## src/rtl/core/kmi_pkg.sv

```systemverilog
// ----------------------------------------------------------------------------
// kmi_pkg
// Shared constants, request codes and channel types of the keyframe
// matrix interpolator.
// ----------------------------------------------------------------------------
package kmi_pkg;

  localparam int MAX_KEYS  = 64;
  localparam int FRAC_BITS = 16;

  // derived sizes
  localparam int KEY_W   = $clog2(MAX_KEYS);
  localparam int CNT_W   = $clog2(MAX_KEYS + 1);
  localparam int MAT_AW  = KEY_W + 4;
  localparam int FRAC_W  = FRAC_BITS + 1;
  localparam int DIFF_W  = 33;
  localparam logic [FRAC_W-1:0] FRAC_ONE = FRAC_W'(1) << FRAC_BITS;

  // request codes
  localparam logic [1:0] REQ_TIME  = 2'd0;
  localparam logic [1:0] REQ_ELEM  = 2'd1;
  localparam logic [1:0] REQ_QUERY = 2'd2;

  // configuration register indexes
  localparam logic CFG_KEY_COUNT   = 1'b0;
  localparam logic CFG_TARGET_NODE = 1'b1;

  // classified item from front to back
  typedef struct packed {
    logic [1:0]        req;
    logic [KEY_W-1:0]  slot;
    logic [3:0]        elem;
    logic signed [31:0] val;
  } item_t;

  // divider request and response
  typedef struct packed {
    logic                     start;
    logic signed [DIFF_W-1:0] num;
    logic signed [DIFF_W-1:0] den;
  } div_req_t;

  typedef struct packed {
    logic              done;
    logic [FRAC_W-1:0] frac;
  } div_rsp_t;

endpackage

```

## src/rtl/core/kmi_div.sv

```systemverilog
// ----------------------------------------------------------------------------
// kmi_div
// Serial restoring divider for the blend weight: one quotient bit a cycle,
// result truncated toward zero and clamped to [0, 1].
// ----------------------------------------------------------------------------
module kmi_div (
  input  logic              clk,
  input  logic              rst,
  input  kmi_pkg::div_req_t req,
  output kmi_pkg::div_rsp_t rsp
);
  import kmi_pkg::*;

  localparam int DW = DIFF_W + 1 + FRAC_BITS;
  localparam int CW = $clog2(FRAC_BITS + 1);

  logic [DIFF_W-1:0] absn;
  logic [DIFF_W-1:0] absd;
  logic [DW-1:0]     mn;
  logic [DW-1:0]     md;
  logic              neg;
  logic              ovf;
  logic              ge;
  logic [DW-1:0]     rem;
  logic [DW-1:0]     dsh;
  logic [FRAC_W-1:0] q;
  logic [CW-1:0]     cnt;
  logic              busy;
  logic              done;

  // operand magnitudes and early outcomes
  always_comb begin
    absn = req.num[DIFF_W-1] ? DIFF_W'(-req.num) : DIFF_W'(req.num);
    absd = req.den[DIFF_W-1] ? DIFF_W'(-req.den) : DIFF_W'(req.den);
    mn   = DW'(absn) << FRAC_BITS;
    md   = DW'(absd);
    neg  = (req.num[DIFF_W-1] != req.den[DIFF_W-1]) && (req.num != '0);
    ovf  = (mn >= (md << (FRAC_BITS + 1)));
    ge   = (rem >= dsh);
  end

  // iteration
  always_ff @(posedge clk) begin
    if (rst) begin
      busy <= 1'b0;
      done <= 1'b0;
    end else begin
      done <= 1'b0;
      if (req.start) begin
        if (neg) begin
          q    <= '0;
          done <= 1'b1;
        end else if (ovf) begin
          q    <= FRAC_ONE;
          done <= 1'b1;
        end else begin
          rem  <= mn;
          dsh  <= md << FRAC_BITS;
          cnt  <= CW'(FRAC_BITS);
          q    <= '0;
          busy <= 1'b1;
        end
      end else if (busy) begin
        if (ge) rem <= rem - dsh;
        q   <= {q[FRAC_W-2:0], ge};
        dsh <= dsh >> 1;
        cnt <= cnt - CW'(1);
        if (cnt == '0) begin
          busy <= 1'b0;
          done <= 1'b1;
        end
      end
    end
  end

  assign rsp.done = done;
  assign rsp.frac = (q > FRAC_ONE) ? FRAC_ONE : q;

endmodule

```

## config.mk

```make
export PLATFORM = sky130hd
export DESIGN_NAME = kmi_div
export DESIGN_NICKNAME = d
export VERILOG_FILES = /design/src/rtl/core/kmi_pkg.sv /design/src/rtl/core/kmi_div.sv
export SDC_FILE = /design/constraint.sdc
export NUM_CORES = 1
export LEC_CHECK = 0
export ABC_CLOCK_PERIOD_IN_PS = 8750
export BUFFER_PORTS_ARGS = -buffer_cell sky130_fd_sc_hd__buf_4
export CORE_MARGIN = 1
export CORE_UTILIZATION = 47
export DETAILED_ROUTE_END_ITERATION = 12
export PLACE_DENSITY = 0.74
export SLEW_MARGIN = 20
export SYNTH_ARGS = -nofsm -noshare
export SYNTH_HDL_FRONTEND = slang
export SYNTH_SLANG_ARGS = --single-unit
```

## constraint.sdc

```tcl
create_clock -name clk -period 8.75 [get_ports clk]
set_clock_uncertainty 0.2 [all_clocks]
set_input_delay 1.75 -clock clk [delete_from_list [all_inputs] [get_ports clk]]
set_output_delay 1.75 -clock clk [all_outputs]
set_load 0.005 [all_outputs]
```

# Word-level counts from Yosys, hierarchy flattened
# Index checks and enable logic that the tools add are counted.
[totals]
register_bits = 124
output_inout_bits = 18
wordCells = 56
in_bits = 69
[classes]
n_eq_ne = 3
n_mux = 30
add_sub_neg = 4
bitwise = 1
order_cmp = 3
reduce_logical = 9
[ops]
columns = ["cell", "count"]
rows = [
  ["$mux W50", 9],
  ["$mux W17", 5],
  ["$mux W33", 2],
  ["$neg A33 Y33", 2],
  ["$ge A49 B50 Y1", 1],
  ["$ge A50 B50 Y1", 1],
  ["$sub A50 B50 Y50", 1],
  ["$reduce_bool A33 Y1", 1],
  ["$mux W5", 4],
  ["$gt A17 B17 Y1 const B", 1],
  ["$mux W1", 10],
  ["$logic_not A5 Y1", 1],
  ["$reduce_and A5 Y1", 1],
  ["$sub A5 B1 Y5 const B", 1],
  ["$ne A2 B2 Y1 const B", 2],
  ["$reduce_and A2 Y1", 2],
  ["$reduce_and A4 Y1", 1],
  ["$reduce_bool A2 Y1", 2],
  ["$logic_and A1 B1 Y1", 1],
  ["$ne A1 B1 Y1", 1],
  ["$not A1 Y1", 1],
]

# Longest topological paths before layout
[logic_depth]
word_depth = 6
mapped_depth = 17
mapped_depth_nobuf = 17

# Worst setup path before layout
# No wires, ideal clock.
[synth_timing]
path_type = "input -> register"
startpoint = "in req[45] in the netlist's numbering"
endpoint = "reg rem[0] (enable)"
path_buffers = 0
path_slack_ns = 0.117
setup_time_ns = 0.471
t_arrival_ns = 7.962
cell_stages = 16
required_ns = 8.079
path_cell_list = "or4_1 or3_1 inv_1 nand2_1 o31ai_1 xnor2_1 ha_1 nand4_1 nor2_1 a2111oi_0 a2111oi_0 a211oi_1 a21oi_2 o21ai_1 and2_2 a21boi_1"
[synth_via]
elab_chain_len = 5
word_cells_on_any_way = 8
classes_between = "add/sub: 1; order compare: 1; eq/ne: 2; mux: 1; reduce/logical: 3"
[synth_lines]
columns = ["element", "line_no", "source"]
rows = [
  ["start: declaration", "kmi_div.sv:9", "input kmi_pkg::div_req_t req,"],
  ["$neg A33 Y33", "kmi_div.sv:33", "absn = req.num[DIFF_W-1] ? DIFF_W'(-req.num) : DIFF_W'(req.num);"],
  ["$mux W33", "kmi_div.sv:33", ""],
  ["$ge A49 B50 Y1", "kmi_div.sv:38", "ovf = (mn >= (md << (FRAC_BITS + 1)));"],
  ["$ne A2 B2 Y1 (no line)", "-", ""],
  ["$reduce_and A5 Y1 (no line) (*)", "-", ""],
  ["end signal: assignment", "kmi_div.sv:57", "rem <= mn;"],
  ["end signal: assignment", "kmi_div.sv:64", "if (ge) rem <= rem - dsh;"],
  ["end: declaration", "kmi_div.sv:24", "logic [DW-1:0] rem;"],
]
# Mark *: on every way between the ends. The rest lies on a longest branch, timed or not.
# A chain may end at the register's enable or synchronous reset.

# Worst setup path after layout
[layout_timing]
startpoint = "in req[37] in the netlist's numbering"
endpoint = "reg rem[32] (enable)"
# The elaborated chain is that of the path after synthesis.

==> summary.txt <==
Logic synthesis
  • Simple-gate share of the synthesized area: 0.190
  • Dominant cell type by area after synthesis: edfxtp_1
  • Top-area cell type share of the netlist area: 0.363
  • Mapped Area: 10000 µm²
  • Post-synth EDFFs: 121
  • Cells after Synth: between 1000 and 1500
  • Largest family of logic cells by synthesized area: simple AND/OR/NAND/NOR gates
  • Net Count, Synth: 1281
  • Synth Area in Adders: 0.107
  • Area share of xor/xnor cells in the synthesized design: 0.0936
  • Post-synthesis compound-gate area fraction: 0.188
  • Library cells used by synthesis: 74
  • Ranking of synthesized cells by area: edfxtp_1, ha_1, a21oi_1, xnor2_1, nor2_1
  • FFs w/ async S/R, synth: 0
  • Mux cell area share after synthesis: 0.00837
  • Ys Warns: 0
  • Top FF cell, synth: edfxtp_1
  • Register area share after synthesis: 0.367
  • Synthesis-stage register bit count: 123
  • Synth Area per Inst: 8.88 µm²

GRT
  • Vias in the first global route: about 8000
  • Initial antenna violation count: 0
  • Overflow after GRT: 0
  • Largest net degree at the start of global routing: 95
  • First-pass GRT wire length: just under 40000 µm
  • Global Route Usage Sum: 0.229

Detailed routing
  • Antenna-violating nets left: 0
  • Initial drt markers: ~630
  • Average wire per standard cell: 16.3 µm
  • DRC: 0
  • DRT Pass-1 Iters: 4
  • Routed WL: 24100 µm
  • Via count: 8392
  • DR vias/cell: 5.68

Status
  • Status: complete, no violations

Power
  • LEAKAGE: 4.66 nW
  • VDD IR max: 0.147 mV
  • PD cells: 180 nW/µm²

STA
  • Tmin final: 6.77 ns
  • Worst Tran Pin Value: 0.981 ns
  • Final setup violation count: 0
  • Setup TNS: 0 ns
  • Fin crit share: 0.773
  • Fin. Hold Viols: 0
  • Slew Viols, Final: 0
  • RSZ-0062 raised after global routing: false
  • F_max: 148 MHz
  • Worst relative slew slack: 0.337

Place
  • Placed cell area: 10900 µm²
  • DP HPWL: roughly 18000 µm
  • Port Buf Inserts: 86
  • Placed insts: 1445
  • GP Congestion: 0.886

Floorplanning
  • Core Area: 21000 µm²
  • Die Span Y: 148 µm
  • Top-level port count: 87
  • Total die area: 21900 µm²
  • Initial core utilization: 0.478
  • Die X: 148 µm
  • Num rows: 53

Hold path
  • WHS Path Cells: 2
  • Hold_sp: busy
  • Hold EP: done
  • Hold crit path type: reg -> reg

Clock tree
  • CTS Sinks: 123
  • TritonCTS buffer count: 17
  • CTS tree: yes
  • Clock Latency Late Sink: 0.43 ns
  • H-tree lvl count: 4
  • Root Driver: clkbuf_16
  • # Post-CTS Setup Buffers: 0
  • Clock slew at reported path FFs: 0.06 ns
  • Post-cts resize count: 0
  • Max Buffers Root-to-Sink: 2
  • Hold_buf cts: 0

Final layout
  • Nets: 1343
  • Cell Count, Final, Fillers Out: 1477
  • Commonest non-fill, non-tap cell in the layout: nor2_1
  • Design area: 11500 µm²
  • Share of layout cells above drive strength 1: 0.121
  • ANT cells: 0
  • Area Growth Syn to Fin: 14.7%
  • Most frequent cells in the layout: nor2_1, a21oi_1, edfxtp_1
  • Fill count: approximately 1900

Worst setup path
  • R2R Path Start: dsh[0]
  • Flop-to-flop setup slack: 4.35 ns
  • CP Launch Point: req[37]
  • Worst Path Arrival: between 6 and 7 ns
  • Required time of the critical path: between 8 and 9 ns
  • CP endpoint kind: flip-flop
  • CP Max Fanout: 29
  • R2R depth: 12
  • FF-to-FF End: rem[32]
  • Worst setup SP type: input pin
  • Worst Setup Path Type: in -> reg

Run
  • Max cap viols: 0
==> cells in the mapped netlist (all sizes together) (4+ instances only) <==
cell    number
or3         12
inv         72
xor2        42
xnor2       65
nand4       21
nand2b      10
clkbuf      42
o41ai        7
nor2       134
a21o        33
or4          4
o21a         6
o21ai       54
o21bai       9
mux2i        5
a211oi       5
o31ai       24
and3         5
nor4        11
edfxtp     121
and2         5
nand2       76
a21oi      133
nor2b       41
nor3        24
ha          84
nand3       19
buf          6
a31oi        7
o221ai       4
==> kinds of logic (layout without fill, tap and decap cells) <==
| logic type | Yosys count | count (layout) |
|---|---|---|
| AO/OA/AOI/OAI | 305 | 305 |
| flip-flops | 123 | 123 |
| adder cells (fa/ha/maj) | 85 | 85 |
| XOR/XNOR | 107 | 107 |
| AND/OR/NAND/NOR | 378 | 378 |
| multiplexers | 8 | 8 |
| buffers and inverters | 121 | 196 |
==> critical path, stage by stage <==
cell and delay, ns:
buf_4 0.12, nor4_2 0.43, nand3_1 0.24, or3_1 0.42
inv_1 0.09, nand3_1 0.21, o41ai_2 0.32, xnor2_1 0.21
ha_1 0.30, a21o_1 0.18, a21o_1 0.17, a21oi_1 0.15
o211ai_1 0.10, a211oi_1 0.22, a21oi_2 0.15, o21ai_1 0.22
and2_2 0.19, a21boi_4 0.65, buf_4 0.50
==> worst max-delay path by stage <==
stage / end / slack (ns) / depth (start not counted)
after detailed placement: rem[23] / 1.53 / 19
final: rem[32] / 1.98 / 19
after global routing: rem[32] / 1.43 / 19
after CTS: rem[30] / 1.96 / 19
after floorplan: rem[0] / 0.12 / 16
after global placement: rem[23] / 1.69 / 19
==> state kept, by name, indices dropped and copies added (netlist names) <==
register and cells:
q 17, done 1, dsh 49, busy 1
cnt 5, rem 50
==> per-stage QoR <==
stage           util  total power, mW  hold slack [ns]  setup WS, ns
3_3_place_gp   0.518             1.30            0.272          1.69
5_1_grt        0.548             2.17            0.303          1.43
4_1_cts        0.548             2.06            0.284          1.96
2_1_floorplan      -             1.15            0.244         0.117
3_5_place_dp   0.518             1.31            0.271          1.53
6_report       0.548             2.06            0.284          1.98
==> layer usage <==
metal | up-vias | global-route usage | routed length (µm)
met5 | - | 0 | 0
met4 | 0 | 0.0871 | 605
met3 | 50 | 0.0398 | 1190
met2 | 270 | 0.367 | 10900
met1 | 3866 | 0.308 | 11400
li1 | 4206 | - | -
==> report_power, final <==
group          internal (mW)  leakage [nW]  switching (mW)
combinational          0.235          3.21           0.342
clock                  0.476         0.303           0.276
sequential             0.713          1.15          0.0189
==> final cells by class <==
class / instances / area (µm²) / share of cell area
multi-input combinational: 883 / 5890 / 0.513
sequential: 123 / 3670 / 0.320
timing repair buffer: 91 / 683 / 0.0595
clock buffer: 17 / 425 / 0.0370
tap: 275 / 344 / 0.0300
inverter: 73 / 274 / 0.0239
clock inverter: 15 / 198 / 0.0172
(Power assumes the default switching activity.)
