File: src/rtl/core/kmi_pkg.sv
// ----------------------------------------------------------------------------
// kmi_pkg
// Shared constants, request codes and channel types of the keyframe
// matrix interpolator.
// ----------------------------------------------------------------------------
package kmi_pkg;

  localparam int MAX_KEYS  = 64;
  localparam int FRAC_BITS = 16;

  // derived sizes
  localparam int KEY_W   = $clog2(MAX_KEYS);
  localparam int CNT_W   = $clog2(MAX_KEYS + 1);
  localparam int MAT_AW  = KEY_W + 4;
  localparam int FRAC_W  = FRAC_BITS + 1;
  localparam int DIFF_W  = 33;
  localparam logic [FRAC_W-1:0] FRAC_ONE = FRAC_W'(1) << FRAC_BITS;

  // request codes
  localparam logic [1:0] REQ_TIME  = 2'd0;
  localparam logic [1:0] REQ_ELEM  = 2'd1;
  localparam logic [1:0] REQ_QUERY = 2'd2;

  // configuration register indexes
  localparam logic CFG_KEY_COUNT   = 1'b0;
  localparam logic CFG_TARGET_NODE = 1'b1;

  // classified item from front to back
  typedef struct packed {
    logic [1:0]        req;
    logic [KEY_W-1:0]  slot;
    logic [3:0]        elem;
    logic signed [31:0] val;
  } item_t;

  // divider request and response
  typedef struct packed {
    logic                     start;
    logic signed [DIFF_W-1:0] num;
    logic signed [DIFF_W-1:0] den;
  } div_req_t;

  typedef struct packed {
    logic              done;
    logic [FRAC_W-1:0] frac;
  } div_rsp_t;

endpackage

File: src/rtl/core/kmi_front.sv
// ----------------------------------------------------------------------------
// kmi_front
// Accepts input items, drops unknown requests and out of range slots,
// and queues the rest in a two-entry queue for the back end.
// ----------------------------------------------------------------------------
module kmi_front (
  input  logic               clk,
  input  logic               rst,
  input  logic               push,
  output logic               full,
  input  logic [1:0]         req_type,
  input  logic [5:0]         key_index,
  input  logic [3:0]         element_index,
  input  logic signed [31:0] write_value,
  input  logic signed [31:0] query_time,
  output kmi_pkg::item_t     head,
  output logic               head_valid,
  input  logic               head_pop
);
  import kmi_pkg::*;

  item_t      q [2];
  logic       wptr;
  logic       rptr;
  logic [1:0] cnt;
  logic       keep;
  logic       wr;
  logic       rd;
  item_t      item;

  // classify the incoming item
  always_comb begin
    keep = 1'b0;
    case (req_type)
      REQ_TIME, REQ_ELEM: keep = (32'(key_index) < MAX_KEYS);
      REQ_QUERY:          keep = 1'b1;
      default:            keep = 1'b0;
    endcase
    item.req  = req_type;
    item.slot = KEY_W'(key_index);
    item.elem = element_index;
    item.val  = (req_type == REQ_QUERY) ? query_time : write_value;
  end

  assign full       = (cnt == 2'd2);
  assign wr         = push && !full && keep;
  assign rd         = head_pop && (cnt != 2'd0);
  assign head_valid = (cnt != 2'd0);
  assign head       = q[rptr];

  // queue storage
  always_ff @(posedge clk) begin
    if (wr) begin
      q[wptr] <= item;
    end
  end

  // queue pointers
  always_ff @(posedge clk) begin
    if (rst) begin
      wptr <= 1'b0;
      rptr <= 1'b0;
      cnt  <= 2'd0;
    end else begin
      if (wr) wptr <= ~wptr;
      if (rd) rptr <= ~rptr;
      cnt <= cnt + 2'(wr) - 2'(rd);
    end
  end

endmodule

File: config.mk
export PLATFORM = sky130hd
export DESIGN_NAME = kmi_front
export DESIGN_NICKNAME = d
export VERILOG_FILES = /design/src/rtl/core/kmi_pkg.sv /design/src/rtl/core/kmi_front.sv
export SDC_FILE = /design/constraint.sdc
export NUM_CORES = 1
export LEC_CHECK = 0
export ABC_CLOCK_PERIOD_IN_PS = 2650
export BUFFER_PORTS_ARGS = -buffer_cell sky130_fd_sc_hd__buf_2
export CORE_AREA = 2 2 130 132
export DETAILED_ROUTE_END_ITERATION = 8
export DIE_AREA = 0 0 132 134
export GPL_TIMING_DRIVEN = 0
export PLACE_DENSITY = 0.49
export SYNTH_ARGS = -nofsm -noshare
export SYNTH_HDL_FRONTEND = slang
export SYNTH_SLANG_ARGS = --single-unit
File: constraint.sdc
create_clock -name clk -period 2.65 [get_ports clk]
set_input_delay 0.3975 -clock clk [delete_from_list [all_inputs] [get_ports clk]]
set_output_delay 0.3975 -clock clk [all_outputs]
set_load 0.02 [all_outputs]
After elaboration in Yosys (flattened, before gate mapping)

Memories as Yosys holds them, arrays and structs flattened. A register that Yosys moved wholly into a read port is not among the register bits.
Index checks and enable logic that the tools add are counted.

Output and inout bits: 46
Bits in registers: 4
Logic and storage cells: 24
Bits in writable memories: 88
Memories kept: 1
Input port bits: 80

Memories:

| name | words | bits a word | rd ports | clocked after memory_dff | wr ports | RTL line        | source |
|---|---|---|---|---|---|---|---|
| q    | 2     | 44          | 1        | 1                        | 1        | kmi_front.sv:22 | `item_t q [2];` |

Bitwise operators: 2
Mux-type cells: 6
$add $sub $neg: 2
Eq/ne operators: 3
Reduce and logical (&&, ||, !) cells: 7

Operators by type and width:

| cell                 | count |
|---|---|
| $mux W32             | 1 |
| $mux W1              | 5 |
| $eq A2 B2 Y1 const B | 2 |
| $logic_and A1 B1 Y1  | 3 |
| $reduce_or A3 Y1     | 1 |
| $add A2 B1 Y2        | 1 |
| $eq A2 B1 Y1 const B | 1 |
| $logic_not A2 Y1     | 1 |
| $not A1 Y1           | 2 |
| $reduce_bool A2 Y1   | 1 |
| $sub A2 B1 Y2        | 1 |
| $logic_not A1 Y1     | 1 |

Depth between registers and ports, before layout

Gate-level depths: netlist of the first run.

Depth after elaboration: 6
Gate-level depth with buffers: 8
Gate-level depth less buffers: 8

Worst setup path after synthesis of the first run

Ideal clock, no wire load.

Path type: register -> register
From: register cnt[1]
To: memory q[0][0] (netlist bit), enable pin
Stages on the path, launching flop included: 4
Setup time: 445 ps
Required time: 2205 ps
Period minus slack after synthesis: 2943 ps
Arrival time: 2497 ps
Slack: -293 ps
Path buffers: 0
Path through: dfxtp_1 -> nor2b_4 -> nand3b_4 -> nor2_1

Longest elaborated chain between the ends: 6

Ends and longest elaborated chain:

| what                             | RTL line        | source |
|---|---|---|
| from (decl)                      | kmi_front.sv:25 | `logic [1:0] cnt;` |
| from (signal assigned)           | kmi_front.sv:67 | `cnt <= cnt + 2'(wr) - 2'(rd);` |
| $eq A2 B2 Y1                     | kmi_front.sv:45 | `assign full = (cnt == 2'd2);` |
| named net full                   | kmi_front.sv:10 | `output logic full,` |
| $logic_not A1 Y1                 | kmi_front.sv:46 | `assign wr = push && !full && keep;` |
| $logic_and A1 B1 Y1 (2 in a row) | kmi_front.sv:46 |  |
| $mux W1                          | kmi_front.sv:53 | `if (wr) begin` |
| $mux W1 (not written as such)    | kmi_front.sv:54 | `q[wptr] <= item;` |
| to (decl)                        | kmi_front.sv:22 |  |

The timed path passes the listed nets, and every way through them passes these cells.

==> impl_metrics.json, run 1 <==
{
  "muxShareOfSynthArea_pct": 24.6,
  "grt_overflow": 0,
  "grt_pass1_wl_mm": 12.2,
  "synth_top_family_by_area": "multiplexers",
  "synthAdderAreaFrac_pct": 0.628,
  "synthArstFlopShare_pct": 0,
  "die_area_um2": 17700,
  "route.detailed.drc": 0,
  "post-cts-setup-buffer-count": 0,
  "synthSimpleGateAreaFrac_pct": 2.54,
  "timing.rr.start": "cnt[1]",
  "placedCellCount": 548,
  "clock_path_buffers": 2,
  "hpwl_mm": 5.45,
  "status": "finished clean",
  "hp-start": "key_index[3]",
  "firstDrtPassIters": 4,
  "fin_setup_tns_ns": 0,
  "power-per-cell-area_nw_per_um2": 894,
  "clk_latency_ns": 0.33,
  "drt-initial-drc-count": 36,
  "ys_warn_count": 0,
  "synth-edff-count": 88,
  "arrival_ns": 1.63,
  "final_cells": 563,
  "synth-xor-area-share_pct": 0.439,
  "yosys_register_bits": 93,
  "syn_to_final_growth_pct": 31.6,
  "peakVddDrop_v": 0.000472,
  "postCtsHoldBufs": 0,
  "root_buffer": "clkbuf_16",
  "grt_max_degree": 24,
  "yosysMostFrequentCell": "edfxtp_1",
  "grt_pass1_vias": 2300,
  "hold_viol": 0,
  "fp.dieW_um": 132,
  "finalSetupViolCount": 0,
  "rows": 47,
  "dr_wl_met2_mm": 4.01,
  "core_area_um2": 16300,
  "period_share_pct": 76.5,
  "reg2reg_slack_ns": 0.75,
  "synth_compound_area_share_pct": 0.188,
  "cts_resized": 0,
  "antenna_found_initial": 0,
  "period_needed_ns": 2.03,
  "syn_avg_cell_area_um2": 19.8,
  "diodes": 0,
  "synthCells": 201,
  "clock_skew_ns": 0.00353,
  "num_vias": 2200,
  "end_kind": "output port",
  "top_layer_used": "met4",
  "start_util_pct": 24.5,
  "power.leakage_nw": 2.06,
  "routed_wl_mm": 8.11,
  "cts.sinks": 93,
  "worst_pin_slew_ns": 0.787,
  "met1_length_mm": 3.53,
  "cts_buffers": 9,
  "synth_top_area_share_pct": 66.3,
  "io-pin-count": 126,
  "cp.required_ns": 2.25,
  "syn-cell-area_um2": 3990,
  "final_max_slew_viol_count": 0,
  "cts_tree": "yes",
  "syn-num-nets": 283,
  "cts.clk_slew.worst_paths_ns": 0.06,
  "wire_per_inst_um": 14.4,
  "relSlewSlack_pct": 47.4,
  "fmaxAchievable_mhz": 494,
  "fin_nets": 421,
  "port_buffers": 125,
  "worst-setup-path-type": "flop to output port",
  "h-tree-depth": 3,
  "synthTopCellsByCount": "88 x edfxtp_1, 47 x mux2_2, 30 x mux2_4",
  "wl_met3_um": 392,
  "ys_seq_area_share_pct": 68.8,
  "yosys.area.top_type": "edfxtp_1",
  "ant_nets": 0,
  "gp_congestion": 0.663,
  "drive_gt1_share_pct": 67.3,
  "crit_fanout": 10,
  "vias_per_cell": 3.91,
  "synth_top_flop_cell": "edfxtp_1",
  "grtUsageTotal_pct": 9.32,
  "grt_setup_unrepaired": "false",
  "cp-start-kind": "flop",
  "cap_violations": 0,
  "yosysUniqueCellTypes": 21,
  "yosys-top-cells-area": "edfxtp_1 66%, mux2_2 13%, mux2_4 11%",
  "die_h_um": 134,
  "hp-class": "input port to flop"
}
cell type report:
| class | instances | area [um^2] |
|---|---|---|
| inverters | 2 | 7.51 |
| clock buffers | 10 | 229 |
| plain buffers | 9 | 106 |
| multi-input cells | 97 | 1150 |
| flip-flops and latches | 93 | 2740 |
| well taps | 220 | 275 |
| clock inverters | 5 | 76.3 |
| repair buffers | 127 | 666 |
| fillers | 1657 | 11000 |
cells by family after synthesis:
family,Yosys count
mux,77
compound gates,1
xor+xnor,2
buf+inv,11
simple gates,15
flops,93
fa+ha+maj,2
critical path, stage by stage, from the launching register on:
cell,delay [ns]
dfxtp_1,0.30
buf_2,0.22
buf_4,0.25
mux2_2,0.36
buf_2,0.16
layer usage:
metal,GRT usage [%],vias up
met2,15.7,65
met3,2.34,11
met4,5.25,0
met5,0,-
met1,10.9,1078
li1,-,1046
layout by cell type (no fill, tap or decap), types with 2 or more instances in the layout:
| cell type | Yosys | routed |
|---|---|---|
| ha_1 | 2 | 2 |
| dfxtp_1 | 5 | 5 |
| edfxtp_1 | 88 | 88 |
| clkinv_1 | 0 | 2 |
| bufinv_16 | 0 | 2 |
| nor2_4 | 0 | 2 |
| inv_1 | 2 | 2 |
| mux2_4 | 30 | 30 |
| nor2_1 | 7 | 5 |
| buf_12 | 3 | 5 |
| buf_2 | 1 | 126 |
| nor2b_4 | 2 | 2 |
| clkbuf_16 | 0 | 9 |
| mux2_2 | 47 | 47 |
| buf_4 | 4 | 4 |
path summary, 6_finish.rpt:
| check | endpoint | cells past startpoint |
|---|---|---|
| max | head[12] | 4 |
| min | q[0][39] | 1 |
| max reg2reg | q[1][12] | 4 |
| min reg2reg | flop | 2 |
power by group:
group / internal, mW / switching (mW) / leakage [nW]
Sequential: 1.85 / 0.0526 / 0.855
Clock: 0.816 / 0.508 / 0.148
Combinational: 0.642 / 0.829 / 1.05
Total: 3.30 / 1.39 / 2.06
flip-flops by register name, indices dropped and copies added (netlist names), named ones only:
name	cells
cnt	2
q	88
rptr	1
wptr	1
stage by stage:
stage / hold slack [ns] / power (mW) / setup WS (ns) / utilization [%] / cell area (um^2)
final: 0.249 / 4.69 / 0.624 / 32.2 / 5250
after floorplan: 0.469 / 2.93 / -0.293 / - / 3990
after CTS: 0.227 / 4.80 / 0.569 / 32.2 / 5250
after detailed placement: 0.523 / 3.44 / 0.574 / 30.3 / 4940
after global routing: 0.233 / 4.94 / 0.519 / 32.2 / 5250
after global placement: 0.496 / 3.41 / -1.97 / 30.0 / 4890
Note: power is estimated with default switching activity, not from simulation.
==> inputs of run 2 (changes only) <==
ABC_CLOCK_PERIOD_IN_PS = 1640   (was 2650)
clock period = 1.64 ns   (was 2.65 ns; I/O delays follow)
==> run 2 against run 1 <==
Compared with the run above:
- worst hold slack lost 0.16 ns
- non-clock buffer count is 8 higher
- sequential share of layout area fell by 4.6 points
- die area stayed put
- combinational power increased by 120%
- clock-buffer cell count decreased by 1
- highest routed layer unchanged
- critical path type unchanged
- global-route usage grew 0.65 points
- core utilization rose by 3.2 points
- first-iteration DRC count grew 130%
- the flow now finishes with violations (negative setup slack)
==> impl_metrics.json, run 2 (synthesized netlist as in run 1, its figures left out) <==
{
  "final_util_pct": 35.4,
  "cts_buffers": 9,
  "timing.rr.start": "cnt[1]",
  "top_register": "q",
  "seq_area_um2": 2750,
  "period_needed_ns": 1.75,
  "grt_max_degree": 27,
  "final_common_cell": "buf_2",
  "status": "finished, violations left",
  "top_regs": "q (88), cnt (2)",
  "core_area_um2": 16300,
  "multiInputGateArea_um2": 1270,
  "worst_pin_slew_ns": 0.176,
  "final_cell_mix": "97 x buf_2, 88 x edfxtp_1, 56 x mux2_4, 28 x buf_6, 21 x mux2_2",
  "routed_wl_mm": 8.44,
  "wire_per_inst_um": 14.8,
  "fmaxAchievable_mhz": 573,
  "worst-r2r-cell-count": 8,
  "grt_overflow": 0,
  "postCtsHoldBufs": 0,
  "hold_end": "q[0][39]",
  "syn_to_final_growth_pct": 44.8,
  "violations": "negative setup slack",
  "fin_ws_ns": -0.106,
  "fin_nets": 429,
  "hp-class": "input port to flop",
  "place_area_um2": 4950,
  "antenna_found_initial": 0,
  "grt_pass1_vias": 2460,
  "cts_tree": "yes",
  "die_h_um": 134,
  "die_area_um2": 17700,
  "diodes": 0,
  "crit_fanout": 8,
  "cp-start-kind": "flop",
  "ant_nets": 0,
  "cap_violations": 0,
  "hold_viol": 0,
  "route.detailed.drc": 0,
  "drive_gt1_share_pct": 71.3,
  "io-pin-count": 126,
  "reg2reg_slack_ns": 0.07,
  "cts.clk_slew.worst_paths_ns": 0.07,
  "clock_skew_ns": 0.00650,
  "relSlewSlack_pct": 88.2,
  "period_share_pct": 106,
  "power_mw": 8.78,
  "num_vias": 2264,
  "peakVddDrop_v": 0.000563,
  "vias_per_cell": 3.96,
  "fin_setup_tns_ns": -1.85,
  "hold_depth": 1,
  "largest_reg_flops": 88,
  "end_kind": "output port",
  "final_cell_area_um2": 5770,
  "cts.sinks": 93,
  "grt_setup_unrepaired": "true",
  "root_buffer": "clkbuf_16",
  "hp-start": "key_index[3]",
  "finalSetupViolCount": 37,
  "rows": 47,
  "grt_pass1_wl_mm": 13.1,
  "firstDrtPassIters": 4,
  "h-tree-depth": 3,
  "worst-setup-path-type": "flop to output port",
  "fp.dieW_um": 132,
  "drt-initial-drc-count": 82,
  "hpwl_mm": 5.50,
  "fill_cells": 1582,
  "r2r_end": "cnt[1]",
  "clock_path_buffers": 2,
  "grtUsageTotal_pct": 9.97,
  "port_buffers": 125,
  "cp.required_ns": 1.39,
  "gp_congestion": 0.655,
  "power-per-cell-area_nw_per_um2": 1520,
  "clk_latency_ns": 0.34,
  "pre_cts_slack_ns": -0.203,
  "start_util_pct": 24.5,
  "final_max_slew_viol_count": 0,
  "arrival_ns": 1.50,
  "power.leakage_nw": 2.30
}
## run 2: timing repair
item,CTS,global route
setup endpoints to repair,97,44
resized for setup,46,62
pin swaps,2,0
gates cloned,2,0
buffers inserted,9,0
## run 2: worst max-delay path by stage
stage / startpoint / endpoint / slack [ns]
final: flop / head[4] / -0.11
after global routing: flop / head[7] / -0.15
after CTS: flop / head[23] / -0.18
after detailed placement: cnt[1] / q[0][39] / -0.20
after global placement: cnt[1] / q[1][38] / -0.59
after floorplan: cnt[1] / q[0][0] / -0.09
## run 2: metal layers
layer  wire, um  GRT usage [%]  share of wire, %  vias to the layer above
li1           -              -                 -                     1068
met1       3620           12.2                43                     1122
met2       4290           16.5                51                       62
met3        347           2.27               4.1                       12
met4        177           5.31               2.1                        0
met5          0              0                 0                        -
## run 2: power by group
part | switching, mW | internal (mW) | leakage (nW)
logic | 1.52 | 1.76 | 1.27
registers | 0.103 | 2.99 | 0.857
clock network | 0.896 | 1.50 | 0.170
total | 2.52 | 6.26 | 2.30
## run 2: layout make-up
cell class,instances,area share (%)
clock inverters,7,2.10
flip-flops and latches,93,47.6
plain buffers,7,2.28
inverters,2,0.130
repair buffers,137,17.1
multi-input cells,97,22.1
well taps,220,4.77
clock buffers,9,3.90
## run 2: per-stage QoR
step                      instances  hold WS [ns]
final                           572        0.0888
after detailed placement        548         0.440
after CTS                       575        0.0651
after global placement          546         0.435
after floorplan                 201         0.310
after global routing            572        0.0660
## run 2: critical path: stages (launching register included)
cell and delay (ns):
dfxtp_2 0.33, buf_12 0.14, buf_8 0.12, buf_16 0.13, mux2_4 0.30, buf_6 0.13
